File: src/rtl/adm_pkg.sv
// ----------------------------------------------------------------------------
// adm_pkg: shared types and constants of the arcade drive mixer
// Field widths, register codes and reset values, and the structs that run
// between the top level, the sequencer and the divider.
// ----------------------------------------------------------------------------
package adm_pkg;

   // Field and datapath widths
   localparam int AXIS_W   = 8;   // joystick axis, signed
   localparam int MAG_W    = 7;   // axis magnitude after range check
   localparam int DZ_W     = 7;   // deadzone register
   localparam int GAIN_W   = 4;   // axis gain register
   localparam int BLEND_W  = 16;  // Q16 blend weight
   localparam int SPEED_W  = 12;  // reported speed, signed
   localparam int FRAC_W   = 16;  // fraction bits of a level
   localparam int LEVEL_W  = 28;  // Q12.16 level, signed
   localparam int GAP_W    = LEVEL_W + 1;
   localparam int MUL_A_W  = GAP_W;          // signed multiplier operand A
   localparam int MUL_B_W  = BLEND_W + 1;    // signed multiplier operand B
   localparam int PROD_W   = MUL_A_W + MUL_B_W;
   localparam int NUM_W    = 26;  // signed shaped sum, also dividend width
   localparam int DEN_W    = 15;  // 100 * (|x| + |y|) <= 20000
   localparam int QUO_W    = 11;  // quotient magnitude <= 1500
   localparam int CNT_W    = $clog2(QUO_W + 1);
   localparam int TOTAL_W  = 8;   // |x| + |y| <= 200
   localparam int CSR_IDX_W  = 2;
   localparam int CSR_DATA_W = 16;

   localparam int AXIS_LIMIT = 100;

   // Register indexes
   localparam logic [CSR_IDX_W-1:0] CSR_DEADZONE    = 2'd0;
   localparam logic [CSR_IDX_W-1:0] CSR_AXIS_GAIN   = 2'd1;
   localparam logic [CSR_IDX_W-1:0] CSR_LEFT_BLEND  = 2'd2;
   localparam logic [CSR_IDX_W-1:0] CSR_RIGHT_BLEND = 2'd3;

   // Register reset values
   localparam logic [DZ_W-1:0]    DEADZONE_RST    = 7'd5;
   localparam logic [GAIN_W-1:0]  AXIS_GAIN_RST   = 4'd6;
   localparam logic [BLEND_W-1:0] LEFT_BLEND_RST  = 16'd6554;
   localparam logic [BLEND_W-1:0] RIGHT_BLEND_RST = 16'd3277;

   // Configuration as seen by the sequencer
   typedef struct packed {
      logic [DZ_W-1:0]    deadzone;
      logic [GAIN_W-1:0]  axis_gain;
      logic [BLEND_W-1:0] left_blend;
      logic [BLEND_W-1:0] right_blend;
   } cfg_type;

   // One result item
   typedef struct packed {
      logic signed [SPEED_W-1:0] left_speed;
      logic signed [SPEED_W-1:0] right_speed;
      logic                      brake;
   } result_type;

   // Divider request
   typedef struct packed {
      logic             start;
      logic [NUM_W-1:0] dividend;
      logic [DEN_W-1:0] divisor;
   } div_req_type;

endpackage

File: src/rtl/adm_div.sv
// ----------------------------------------------------------------------------
// adm_div: iterative unsigned divider
// Restoring division, one quotient bit per cycle. The caller guarantees the
// quotient fits QUO_W bits, so only QUO_W steps are run.
// ----------------------------------------------------------------------------
module adm_div
   import adm_pkg::*;
(
   input  logic              clock,
   input  logic              reset,
   input  div_req_type       req,
   output logic              done,
   output logic [QUO_W-1:0]  quotient
);

   logic [NUM_W-1:0] rem_ff;
   logic [NUM_W-1:0] dsh_ff;
   logic [QUO_W-1:0] quo_ff;
   logic [CNT_W-1:0] cnt_ff;
   logic             busy_ff;
   logic             done_ff;

   logic             fit;
   logic [NUM_W-1:0] rem_in;

   // compare and subtract against the shifted divisor
   assign fit    = (rem_ff >= dsh_ff);
   assign rem_in = fit ? (rem_ff - dsh_ff) : rem_ff;

   // control
   always_ff @(posedge clock) begin
      if (reset) begin
         busy_ff <= 1'b0;
         done_ff <= 1'b0;
         cnt_ff  <= '0;
      end else begin
         done_ff <= 1'b0;
         if (req.start) begin
            busy_ff <= 1'b1;
            cnt_ff  <= CNT_W'(QUO_W);
         end else if (busy_ff) begin
            cnt_ff <= cnt_ff - 1'b1;
            if (cnt_ff == CNT_W'(1)) begin
               busy_ff <= 1'b0;
               done_ff <= 1'b1;
            end
         end
      end
   end

   // datapath
   always_ff @(posedge clock) begin
      if (req.start) begin
         rem_ff <= req.dividend;
         dsh_ff <= NUM_W'(req.divisor) << (QUO_W - 1);
         quo_ff <= '0;
      end else if (busy_ff) begin
         rem_ff <= rem_in;
         dsh_ff <= dsh_ff >> 1;
         quo_ff <= {quo_ff[QUO_W-2:0], fit};
      end
   end

   assign done     = done_ff;
   assign quotient = quo_ff;

endmodule

File: src/rtl/adm_core.sv
// ----------------------------------------------------------------------------
// adm_core: mixer sequencer with one shared multiplier
// Range and deadzone checks, cubic shaping, two divisions and the Q16 blend
// of both side levels, all stepped through one 29x17 multiplier and the
// iterative divider.
// ----------------------------------------------------------------------------
module adm_core
   import adm_pkg::*;
(
   input  logic                      clock,
   input  logic                      reset,
   input  cfg_type                   cfg,
   input  logic                      start,
   input  logic                      kind,
   input  logic signed [AXIS_W-1:0]  joy_x,
   input  logic signed [AXIS_W-1:0]  joy_y,
   output logic                      idle,
   output logic                      res_valid,
   input  logic                      res_ready,
   output result_type                res
);

   typedef enum logic [2:0] {
      ST_IDLE,
      ST_CHECK,
      ST_MUL,
      ST_LOAD,
      ST_DIV,
      ST_BLEND,
      ST_EMIT
   } state_type;

   // multiply schedule steps
   localparam logic [2:0] STEP_X1 = 3'd0;  // x * |x|
   localparam logic [2:0] STEP_X2 = 3'd1;  // * |x|
   localparam logic [2:0] STEP_XG = 3'd2;  // * gain
   localparam logic [2:0] STEP_Y1 = 3'd3;  // y * |y|, sx ready
   localparam logic [2:0] STEP_Y2 = 3'd4;
   localparam logic [2:0] STEP_YG = 3'd5;
   localparam logic [2:0] STEP_DN = 3'd6;  // 100 * total, sy ready
   // blend schedule steps
   localparam logic [2:0] STEP_BL = 3'd0;
   localparam logic [2:0] STEP_BR = 3'd1;
   localparam logic [2:0] STEP_BU = 3'd2;

   state_type                  state_ff;
   logic [2:0]                 step_ff;
   logic                       side_ff;
   logic signed [AXIS_W-1:0]   x_ff;
   logic signed [AXIS_W-1:0]   y_ff;
   logic [MAG_W-1:0]           ax_ff;
   logic [MAG_W-1:0]           ay_ff;
   logic signed [PROD_W-1:0]   prod_ff;
   logic signed [NUM_W-1:0]    sx_ff;
   logic signed [NUM_W-1:0]    sy_ff;
   logic [DEN_W-1:0]           den_ff;
   logic signed [SPEED_W-1:0]  lt_ff;
   logic signed [SPEED_W-1:0]  rt_ff;
   logic signed [LEVEL_W-1:0]  left_level_ff;
   logic signed [LEVEL_W-1:0]  right_level_ff;
   logic                       brake_ff;

   logic signed [MUL_A_W-1:0]  mul_a;
   logic signed [MUL_B_W-1:0]  mul_b;
   logic signed [PROD_W-1:0]   mul_p;
   logic signed [GAP_W-1:0]    gap_l;
   logic signed [GAP_W-1:0]    gap_r;
   logic signed [NUM_W-1:0]    num_sum;
   logic signed [NUM_W-1:0]    num_dif;
   logic [NUM_W-1:0]           mag_sum;
   logic [NUM_W-1:0]           mag_dif;
   logic [AXIS_W-1:0]          ax_raw;
   logic [AXIS_W-1:0]          ay_raw;
   logic                       x_dead;
   logic                       y_dead;
   logic [TOTAL_W-1:0]         total;
   logic signed [LEVEL_W-1:0]  level_inc;
   logic [SPEED_W-1:0]         quo_ext;
   logic signed [SPEED_W-1:0]  quo_signed;
   logic                       quo_neg;
   div_req_type                div_req;
   logic                       div_done;
   logic [QUO_W-1:0]           div_quo;

   // axis magnitudes and deadzone
   assign ax_raw = x_ff[AXIS_W-1] ? AXIS_W'(-x_ff) : AXIS_W'(x_ff);
   assign ay_raw = y_ff[AXIS_W-1] ? AXIS_W'(-y_ff) : AXIS_W'(y_ff);
   assign x_dead = ({1'b0, ax_raw} < {2'b00, cfg.deadzone});
   assign y_dead = ({1'b0, ay_raw} < {2'b00, cfg.deadzone});
   assign total  = TOTAL_W'(ax_ff) + TOTAL_W'(ay_ff);

   // gap between target and level, target in Q16 (sign-extended)
   assign gap_l = GAP_W'($signed({lt_ff, {FRAC_W{1'b0}}})) - GAP_W'(left_level_ff);
   assign gap_r = GAP_W'($signed({rt_ff, {FRAC_W{1'b0}}})) - GAP_W'(right_level_ff);

   // shared multiplier operand select
   always_comb begin
      mul_a = '0;
      mul_b = '0;
      if (state_ff == ST_MUL) begin
         case (step_ff)
            STEP_X1: begin
               mul_a = MUL_A_W'(x_ff);
               mul_b = MUL_B_W'(ax_ff);
            end
            STEP_X2, STEP_Y2: begin
               mul_a = prod_ff[MUL_A_W-1:0];
               mul_b = MUL_B_W'((step_ff == STEP_X2) ? ax_ff : ay_ff);
            end
            STEP_XG, STEP_YG: begin
               mul_a = prod_ff[MUL_A_W-1:0];
               mul_b = MUL_B_W'(cfg.axis_gain);
            end
            STEP_Y1: begin
               mul_a = MUL_A_W'(y_ff);
               mul_b = MUL_B_W'(ay_ff);
            end
            STEP_DN: begin
               mul_a = MUL_A_W'(total);
               mul_b = MUL_B_W'(AXIS_LIMIT);
            end
            default: begin
               mul_a = '0;
               mul_b = '0;
            end
         endcase
      end else if (state_ff == ST_BLEND) begin
         if (step_ff == STEP_BL) begin
            mul_a = gap_l;
            mul_b = MUL_B_W'(cfg.left_blend);
         end else if (step_ff == STEP_BR) begin
            mul_a = gap_r;
            mul_b = MUL_B_W'(cfg.right_blend);
         end
      end
   end

   assign mul_p = mul_a * mul_b;

   // floor of the blended product by 2^16
   assign level_inc = prod_ff[FRAC_W+LEVEL_W-1:FRAC_W];

   // numerators and their magnitudes
   assign num_sum = sx_ff + sy_ff;
   assign num_dif = sx_ff - sy_ff;
   assign mag_sum = num_sum[NUM_W-1] ? NUM_W'(-num_sum) : NUM_W'(num_sum);
   assign mag_dif = num_dif[NUM_W-1] ? NUM_W'(-num_dif) : NUM_W'(num_dif);

   // divider requests: left at load, right when the left one is done
   always_comb begin
      div_req.start    = (state_ff == ST_LOAD) ||
                         (state_ff == ST_DIV && div_done && !side_ff);
      div_req.dividend = (state_ff == ST_LOAD) ? mag_sum : mag_dif;
      div_req.divisor  = (state_ff == ST_LOAD) ? prod_ff[DEN_W-1:0] : den_ff;
   end

   adm_div u_div (
      .clock    (clock),
      .reset    (reset),
      .req      (div_req),
      .done     (div_done),
      .quotient (div_quo)
   );

   // quotient truncated toward zero
   assign quo_neg    = side_ff ? num_dif[NUM_W-1] : num_sum[NUM_W-1];
   assign quo_ext    = SPEED_W'(div_quo);
   assign quo_signed = quo_neg ? -$signed(quo_ext) : $signed(quo_ext);

   // sequencer
   always_ff @(posedge clock) begin
      if (reset) begin
         state_ff       <= ST_IDLE;
         step_ff        <= '0;
         side_ff        <= 1'b0;
         left_level_ff  <= '0;
         right_level_ff <= '0;
         brake_ff       <= 1'b0;
      end else begin
         unique case (state_ff)
            ST_IDLE: begin
               if (start) begin
                  if (kind) begin
                     left_level_ff  <= '0;
                     right_level_ff <= '0;
                     brake_ff       <= 1'b1;
                     state_ff       <= ST_EMIT;
                  end else begin
                     x_ff     <= joy_x;
                     y_ff     <= joy_y;
                     brake_ff <= 1'b0;
                     state_ff <= ST_CHECK;
                  end
               end
            end
            ST_CHECK: begin
               if (ax_raw > AXIS_W'(AXIS_LIMIT) || ay_raw > AXIS_W'(AXIS_LIMIT)) begin
                  state_ff <= ST_IDLE;
               end else if (x_dead && y_dead) begin
                  state_ff <= ST_IDLE;
               end else begin
                  x_ff     <= x_dead ? '0 : x_ff;
                  y_ff     <= y_dead ? '0 : y_ff;
                  ax_ff    <= x_dead ? '0 : ax_raw[MAG_W-1:0];
                  ay_ff    <= y_dead ? '0 : ay_raw[MAG_W-1:0];
                  step_ff  <= STEP_X1;
                  state_ff <= ST_MUL;
               end
            end
            ST_MUL: begin
               prod_ff <= mul_p;
               step_ff <= step_ff + 1'b1;
               if (step_ff == STEP_Y1) begin
                  sx_ff <= prod_ff[NUM_W-1:0];
               end
               if (step_ff == STEP_DN) begin
                  sy_ff    <= prod_ff[NUM_W-1:0];
                  state_ff <= ST_LOAD;
               end
            end
            ST_LOAD: begin
               den_ff   <= prod_ff[DEN_W-1:0];
               side_ff  <= 1'b0;
               state_ff <= ST_DIV;
            end
            ST_DIV: begin
               if (div_done) begin
                  if (!side_ff) begin
                     lt_ff   <= quo_signed;
                     side_ff <= 1'b1;
                  end else begin
                     rt_ff    <= quo_signed;
                     step_ff  <= STEP_BL;
                     state_ff <= ST_BLEND;
                  end
               end
            end
            ST_BLEND: begin
               prod_ff <= mul_p;
               step_ff <= step_ff + 1'b1;
               if (step_ff == STEP_BR) begin
                  left_level_ff <= left_level_ff + level_inc;
               end
               if (step_ff == STEP_BU) begin
                  right_level_ff <= right_level_ff + level_inc;
                  state_ff       <= ST_EMIT;
               end
            end
            ST_EMIT: begin
               if (res_ready) begin
                  state_ff <= ST_IDLE;
               end
            end
            default: begin
               state_ff <= ST_IDLE;
            end
         endcase
      end
   end

   // integer part of each level, truncated toward zero
   always_comb begin
      res.left_speed  = left_level_ff[LEVEL_W-1:FRAC_W] +
                        SPEED_W'(left_level_ff[LEVEL_W-1] && (|left_level_ff[FRAC_W-1:0]));
      res.right_speed = right_level_ff[LEVEL_W-1:FRAC_W] +
                        SPEED_W'(right_level_ff[LEVEL_W-1] && (|right_level_ff[FRAC_W-1:0]));
      res.brake       = brake_ff;
   end

   assign res_valid = (state_ff == ST_EMIT);
   assign idle      = (state_ff == ST_IDLE);

endmodule

File: src/rtl/arcade_drive_mixer_smoothed.sv
// ----------------------------------------------------------------------------
// arcade_drive_mixer_smoothed: arcade drive mixer with deadzone and smoothing
// Mixes a turn and a forward axis into smoothed left and right speeds.
// ----------------------------------------------------------------------------
// Usage:
//   Requests enter on req_* (valid/ready): req_kind 0 is a drive request with
//   req_joy_x / req_joy_y, req_kind 1 is a stop that clears both levels and
//   returns zero speeds with rsp_brake set.
//   A drive request with an axis beyond +-100, or with both axes inside the
//   deadzone, gives no response and leaves the levels untouched.
//   Responses leave on rsp_* (valid/ready) from an output register.
//   Registers are written on csr_* (always ready); write only while idle.
//   Flow: one request at a time. A drive request passes through the
//   range check, seven multiply steps on the shared multiplier, the
//   divisor load, two 11-step divisions, three blend steps and the move
//   into the output register; a stop request skips all but the move into
//   the output register. The next request is taken in the cycle after the
//   response enters the output register; a stalled receiver holds the
//   sequencer in its last step.
//   Reset: levels clear to zero, registers return to deadzone 5, gain 6,
//   left blend 6554 and right blend 3277; no response is pending.
// ----------------------------------------------------------------------------
module arcade_drive_mixer_smoothed
   import adm_pkg::*;
(
   input  logic                          clock,
   input  logic                          reset,
   // request channel
   input  logic                          req_valid,
   output logic                          req_ready,
   input  logic                          req_kind,
   input  logic signed [AXIS_W-1:0]      req_joy_x,
   input  logic signed [AXIS_W-1:0]      req_joy_y,
   // response channel
   output logic                          rsp_valid,
   input  logic                          rsp_ready,
   output logic signed [SPEED_W-1:0]     rsp_left_speed,
   output logic signed [SPEED_W-1:0]     rsp_right_speed,
   output logic                          rsp_brake,
   // register write channel
   input  logic                          csr_valid,
   output logic                          csr_ready,
   input  logic [CSR_IDX_W-1:0]          csr_index,
   input  logic [CSR_DATA_W-1:0]         csr_wdata
);

   cfg_type    cfg_ff;
   logic       rsp_valid_ff;
   result_type rsp_ff;

   logic       core_idle;
   logic       res_valid;
   logic       res_ready;
   result_type res;

   // register file
   always_ff @(posedge clock) begin
      if (reset) begin
         cfg_ff.deadzone    <= DEADZONE_RST;
         cfg_ff.axis_gain   <= AXIS_GAIN_RST;
         cfg_ff.left_blend  <= LEFT_BLEND_RST;
         cfg_ff.right_blend <= RIGHT_BLEND_RST;
      end else if (csr_valid) begin
         unique case (csr_index)
            CSR_DEADZONE:    cfg_ff.deadzone    <= csr_wdata[DZ_W-1:0];
            CSR_AXIS_GAIN:   cfg_ff.axis_gain   <= csr_wdata[GAIN_W-1:0];
            CSR_LEFT_BLEND:  cfg_ff.left_blend  <= csr_wdata[BLEND_W-1:0];
            CSR_RIGHT_BLEND: cfg_ff.right_blend <= csr_wdata[BLEND_W-1:0];
            default:         cfg_ff             <= cfg_ff;
         endcase
      end
   end

   assign csr_ready = 1'b1;

   adm_core u_core (
      .clock     (clock),
      .reset     (reset),
      .cfg       (cfg_ff),
      .start     (req_valid && core_idle),
      .kind      (req_kind),
      .joy_x     (req_joy_x),
      .joy_y     (req_joy_y),
      .idle      (core_idle),
      .res_valid (res_valid),
      .res_ready (res_ready),
      .res       (res)
   );

   assign req_ready = core_idle;

   // output register
   assign res_ready = !rsp_valid_ff || rsp_ready;

   always_ff @(posedge clock) begin
      if (reset) begin
         rsp_valid_ff <= 1'b0;
      end else if (res_ready) begin
         rsp_valid_ff <= res_valid;
      end
   end

   always_ff @(posedge clock) begin
      if (res_ready && res_valid) begin
         rsp_ff <= res;
      end
   end

   assign rsp_valid       = rsp_valid_ff;
   assign rsp_left_speed  = rsp_ff.left_speed;
   assign rsp_right_speed = rsp_ff.right_speed;
   assign rsp_brake       = rsp_ff.brake;

endmodule
File: config.mk
export PLATFORM = sky130hd
export DESIGN_NAME = arcade_drive_mixer_smoothed
export DESIGN_NICKNAME = d
export VERILOG_FILES = /design/src/rtl/adm_pkg.sv /design/src/rtl/adm_div.sv /design/src/rtl/adm_core.sv /design/src/rtl/arcade_drive_mixer_smoothed.sv
export SDC_FILE = /design/constraint.sdc
export NUM_CORES = 2
export LEC_CHECK = 0
export BUFFER_PORTS_ARGS = -buffer_cell sky130_fd_sc_hd__buf_4
export CORE_ASPECT_RATIO = 2
export CORE_MARGIN = 2
export CORE_UTILIZATION = 24
export CTS_CLUSTER_SIZE = 25
export DETAILED_ROUTE_END_ITERATION = 7
export PLACE_DENSITY = 0.37
export SLEW_MARGIN = 20
export SYNTH_ARGS = -nofsm -noshare
export SYNTH_HDL_FRONTEND = slang
export SYNTH_HIERARCHICAL = 1
export SYNTH_SLANG_ARGS = --single-unit
File: constraint.sdc
create_clock -name clock -period 14.6 [get_ports clock]
set_clock_uncertainty 0.15 [all_clocks]
set_input_delay 1.46 -clock clock [delete_from_list [all_inputs] [get_ports clock]]
set_output_delay 1.46 -clock clock [all_outputs]
set_load 0.005 [all_outputs]
# [Word-level counts from Yosys, hierarchy flattened]
# Cells that the tools add are included.
[totals] register_bits=366 input_bits=40 output_inout_bits=28 wordCells=203
[classes] n_addsub=17 mul=1 order_cmp=5 n_eq_ne=29 muxes=66 bitwise_logic=5 reduce_logical=48
[op_table] op="26-bit two-way mux" n=6
[op_table] op="29-bit two-way mux" n=4
[op_table] op="29-bit one-hot mux with 4 select lines" n=1
[op_table] op="28-bit two-way mux" n=4
[op_table] op="28-bit one-hot mux with 2 select lines" n=2
[op_table] op="8-bit two-way mux" n=12
[op_table] op="17-bit one-hot mux with 5 select lines" n=1
[op_table] op="28-bit by 28-bit subtractor with 29-bit output" n=2
[op_table] op="28-bit adder" n=2
[op_table] op="26-bit negator" n=2
[op_table] op="17-bit two-way mux" n=3
[op_table] op="25-bit two-way mux" n=2
[op_table] op="29-bit by 17-bit multiplier with 44-bit output" n=1
[op_table] op="3-bit two-way mux" n=12
[op_table] op="8-bit one-hot mux with 2 select lines" n=2
[op_table] op="16-bit OR reduction" n=2
[op_table] op="26-bit adder" n=1
[op_table] op="26-bit by 25-bit >= comparator with 1-bit output" n=1
[op_table] op="26-bit by 25-bit subtractor with 26-bit output" n=1
[op_table] op="26-bit subtractor" n=1
[op_table] op="12-bit by 1-bit adder with 12-bit output" n=2
[op_table] op="3-bit one-hot mux with 7 select lines" n=1
[op_table] op="4-bit AND reduction" n=5
[op_table] op="3-bit == test (second input constant)" n=6
[op_table] op="other kinds (39)" n=95

# [Longest topological paths before layout]
[logic_depth] word_depth=7 mapped_depth=37

# [Hierarchy]
# The synthesis kept the hierarchy.
[by_module_without_submodules] mod="adm_core" n_inst=1 cells_each=4066 area_each_um2=34974.8 seq_area_each_um2=6236.0
[by_module_without_submodules] mod="adm_div" n_inst=1 cells_each=463 area_each_um2=4240.3 seq_area_each_um2=1771.7
[by_module_without_submodules] mod="arcade_drive_mixer_smoothed" n_inst=1 cells_each=204 area_each_um2=2548.7 seq_area_each_um2=1631.6

# [Worst setup path after synthesis]
# Ideal clock, no wire load.
[synth_path] path_kind="register to register" start="register u_core.right_level_ff[4]" end="register u_core.prod_ff[42] (data pin)" arrival_time_ns=8.037 t_required_ns=14.188 slack_ns=6.152 path_stages_with_launch=31 period_less_slack_ns=8.448 cell_sequence="dfxtp_1 -> or4_1 -> nor4b_2 -> nand2_1 -> xor2_1 -> a22oi_1 -> o22ai_1 -> clkbuf_1 -> nand2_1 -> fa_1 -> fa_1 -> inv_1 -> fa_1 -> inv_1 -> fa_1 -> inv_1 -> fa_1 -> inv_1 -> fa_1 -> inv_1 -> ha_1 -> a21o_1 -> or3_1 -> o21ai_0 -> o2111ai_1 -> o2111ai_1 -> nand2_1 -> o41ai_1 -> o21ai_0 -> a211oi_1 -> xnor2_1"
[synth_between] elab_chain_len=6
[synth_rtl] item="from (decl)" line_no="adm_core.sv:60" source="logic signed [LEVEL_W-1:0] right_level_ff;"
[synth_rtl] item="from (signal assigned)" line_no="adm_core.sv:245" source="right_level_ff <= right_level_ff + level_inc;"
[synth_rtl] item="28-bit by 28-bit subtractor with 29-bit output" line_no="adm_core.sv:94" source="assign gap_r = GAP_W'($signed({rt_ff, {FRAC_W{1'b0}}})) - GAP_W'(right_level_ff);"
[synth_rtl] item="29-bit two-way mux" line_no="adm_core.sv:131" source="end else if (step_ff == STEP_BR) begin"
[synth_rtl] item="29-bit two-way mux" line_no="adm_core.sv:128" source="if (step_ff == STEP_BL) begin"
[synth_rtl] item="29-bit two-way mux" line_no="adm_core.sv:127" source="end else if (state_ff == ST_BLEND) begin"
[synth_rtl] item="29-bit two-way mux" line_no="adm_core.sv:100" source="if (state_ff == ST_MUL) begin"
[synth_rtl] item="29-bit by 17-bit multiplier with 44-bit output" line_no="adm_core.sv:138" source="assign mul_p = mul_a * mul_b;"
[synth_rtl] item="net u_core.mul_p[42]" line_no="adm_core.sv:65" source="logic signed [PROD_W-1:0] mul_p;"
[synth_rtl] item="to (signal assigned)" line_no="adm_core.sv:211" source="prod_ff <= mul_p;"
[synth_rtl] item="to (signal assigned)" line_no="adm_core.sv:239" source="prod_ff <= mul_p;"
[synth_rtl] item="to (decl)" line_no="adm_core.sv:53" source="logic signed [PROD_W-1:0] prod_ff;"
# The timed path passes the listed nets, and every way through them passes these cells.
# A chain may end at the register's enable or synchronous reset.

# [Worst setup path after layout]
[layout_path] start="register u_core.step_ff[0]" end="register u_core.prod_ff[42] (data pin)"
[layout_between] elab_chain_len=6 word_cells_on_any_way=22 classes_between="mul (1); eq/ne (6); mux (11); reduce/logical (4)"
[layout_rtl] item="from (decl)" line_no="adm_core.sv:47" source="logic [2:0] step_ff;"
[layout_rtl] item="from (signal assigned)" line_no="adm_core.sv:212" source="step_ff <= step_ff + 1'b1;"
[layout_rtl] item="from (signal assigned)" line_no="adm_core.sv:240" source="step_ff <= step_ff + 1'b1;"
[layout_rtl] item="branches (longest 5 deep; another with 29-bit one-hot mux with 4 select lines)"
[layout_rtl] item="29-bit by 17-bit multiplier with 44-bit output *" line_no="adm_core.sv:138"
[layout_rtl] item="net u_core.mul_p[42]" line_no="adm_core.sv:65"
# Mark *: on every way through the listed nets, which the timed path passes.

==> results.py <==
metrics = {
    "run_status": {
        "status": "finished clean",
    },
    "power": {
        "p_sw_mw": 1.823,
        "combPwrFrac": 0.399,
        "p_total_mw": 4.264,
        "internal_power_mw": 2.441,
        "p_clk_frac": 0.278,
        "power.density_nw_per_um2": 91.46,
        "swShare": 0.4275,
        "power_leakage_nw": 20.52,
        "seq_power_share": 0.322,
        "peakVddDrop_v": 0.00009168,
    },
    "cts": {
        "cts_setup_buffers": 0,
        "cts_resized": 0,
        "tritoncts": "yes",
        "h-tree-depth": 2,
        "clock_latency_ns": 0.65,
        "cts_root_buf": "clkbuf_16",
        "path_clk_slew_ns": 0.06,
        "clockBufferDepth": 3,
        "cts_hold_buf": 0,
        "cts_made_buffers": 42,
        "clock-sinks": 366,
    },
    "placement": {
        "place_area_um2": 45140,
        "place_inst": 6981,
        "dp_hpwl_um": 138900,
        "gp_congestion": 0.8844,
        "port_buffers": 66,
        "preCtsSetupSlack_ns": 4.092,
    },
    "floorplan": {
        "die-area_um2": 177600,
        "rows": 216,
        "fp.dieH_um": 593.9,
        "die_w_um": 299.0,
        "design.portCount": 68,
        "core_um2": 173000,
        "start_util": 0.2415,
    },
    "timing": {
        "setup_slack_ns": 4.049,
        "finalSetupViolCount": 0,
        "tightest_slew_ns": 1.130,
        "fmax_mhz": 94.78,
        "min_period_over_period": 0.7227,
        "hold_slack_ns": 0.2939,
        "rsz0062_at_grt": "false",
        "hold_viol_final": 0,
        "timing.final.max_slew_violations": 0,
        "tns_ns": 0,
        "fin_crit_ns": 10.55,
        "slew_headroom": 0.2388,
    },
    "worst_setup_path": {
        "crit_path_max_fanout": 27,
        "critical_path_buf_inv_count": 8,
        "crit_family": "adder cells",
        "crit_slowest_cell": "nor2b_4",
        "cp-end-kind": "flip-flop",
        "path_class": "flip-flop to flip-flop",
        "worst_ep_required_time_ns": 14.80,
        "start_kind": "flip-flop",
        "worstPathArrival_ns": 10.75,
        "max_stage_delay_ns": 0.76,
    },
    "logic_synthesis": {
        "ys_warn_count": 6,
        "ys_types": 110,
        "synth-seq-cells": 366,
        "synth_edf_count": 231,
        "syn_nets": 5505,
        "syn_area_per_cell_um2": 8.824,
        "ys.flop_type": "edfxtp_1",
        "synth_cells": 4733,
        "syn_area_um2": 41760,
        "ys_async_sr_fraction": 0,
        "ys_seq_area_frac": 0.2308,
    },
    "routing": {
        "routed_wl_um": 168900,
        "wl_per_cell_um": 23.92,
        "dr.pass1.iters": 5,
        "drc": 0,
        "final_antenna_net_count": 0,
        "drt_iter0_markers": 1672,
        "vias": 33520,
        "viasPerCell": 4.746,
    },
    "global_route": {
        "overflow": 0,
        "track_usage": 0.1894,
        "grt_pass1_vias": 36660,
        "grt_pass1_wl_um": 245300,
        "grt_max_degree": 65,
        "antenna_found_initial": 4,
    },
    "min_path": {
        "hold_class": "flip-flop to flip-flop",
    },
    "layout": {
        "drive_above_1_share": 0.06541,
        "design_area_um2": 46620,
        "areaGrowthSynthToFinish_pct": 11.63,
        "layout_common_cells": "729 x inv_1, 517 x nand2_1, 435 x fa_1, 348 x nor2_1, 297 x ha_1",
        "final_common_cell": "inv_1",
        "fin_util": 0.2695,
        "nets": 5508,
        "stdcell_count": 7063,
    },
    "job": {
        "cap_violations": 0,
    },
}
-- path summary, 6_finish.rpt --
| path | start | endpoint | slack (ns) | depth (start not counted) |
|---|---|---|---|---|
| setup / recovery | u_core/step_ff[0] | u_core/prod_ff[42] | 4.05 | 31 |
| hold / removal | u_core/brake_ff | rsp_brake | 0.29 | 0 |
| setup reg to reg | u_core/step_ff[0] | u_core/prod_ff[42] | 4.05 | 31 |
| hold reg to reg | u_core/brake_ff | rsp_brake | 0.29 | 0 |
-- cell type report --
| type | count | area, um^2 |
|---|---|---|
| diodes | 4 | 10.01 |
| inverters | 731 | 2744 |
| well taps | 2289 | 2864 |
| clock inverters | 24 | 316.6 |
| multi-input cells | 3448 | 28790 |
| repair buffers | 147 | 1104 |
| fillers | 18740 | 126300 |
| flip-flops and latches | 366 | 9639 |
| clock buffers | 54 | 1159 |
-- synthesized netlist by cell type (33+ instances only) --
cell | instances | share of area
inv_1 | 729 | 0.066
nand2_1 | 519 | 0.047
fa_1 | 435 | 0.21
nor2_1 | 356 | 0.032
ha_1 | 297 | 0.089
edfxtp_1 | 231 | 0.17
a21oi_1 | 226 | 0.027
xnor2_1 | 190 | 0.040
clkbuf_1 | 154 | 0.014
o21ai_0 | 146 | 0.017
dfxtp_1 | 135 | 0.065
xor2_1 | 98 | 0.021
and2_1 | 95 | 0.014
a21o_1 | 86 | 0.015
nand2b_1 | 81 | 0.012
nor3_1 | 81 | 0.0097
nor2b_1 | 78 | 0.012
a22oi_1 | 77 | 0.014
mux2i_1 | 75 | 0.018
nand3_1 | 72 | 0.0086
and3_1 | 42 | 0.0063
or3_1 | 36 | 0.0054
o22ai_1 | 33 | 0.0049
-- logic make-up (layout without fill, tap and decap cells) --
kind of cell	count (synthesis)	after routing	synth area share
adders and majority gates	737	737	0.2987
other	1	5	0.00008979
and+or+nand+nor	1476	1476	0.1682
buffers and inverters	919	956	0.08379
muxes	80	80	0.01932
DFF	366	366	0.2308
xor gates and xnor gates	288	288	0.06040
AOI/OAI and AO/OA	866	866	0.1387
-- power by group through the flow --
stage	clock, mW	combinational (mW)	sequential, mW
after detailed placement	0	1.71	1.40
after global routing	1.26	1.85	1.38
after CTS	1.24	1.72	1.38
after global placement	0	1.71	1.40
final	1.19	1.70	1.37
after floorplan	0	1.04	1.31
-- flip-flops by register name, indices dropped and copies added (netlist names), 4 cells and up --
register               count
u_core/u_div/cnt_ff        4
u_core/u_div/quotient     11
rsp_left_speed            12
rsp_right_speed           12
u_core/sy_ff              26
u_core/left_level_ff      28
u_core/rt_ff              12
u_core/ax_ff               7
u_core/lt_ff              12
u_core/prod_ff            44
u_core/u_div/dsh_ff       25
u_core/right_level_ff     28
u_core/u_div/rem_ff       26
u_core/ay_ff               7
u_core/x_ff                8
cfg_ff                    43
u_core/y_ff                8
u_core/sx_ff              26
u_core/den_ff             15
-- per-layer routing --
| layer | routed length (um) | up-vias | global-route usage |
|---|---|---|---|
| met3 | 2916 | 308 | 0.009977 |
| li1 | - | 15720 | - |
| met2 | 101300 | 620 | 0.4073 |
| met1 | 53110 | 16870 | 0.1646 |
| met5 | 0 | - | 0 |
| met4 | 11600 | 0 | 0.1122 |
No activity file was read; power rests on OpenSTA's default activity.
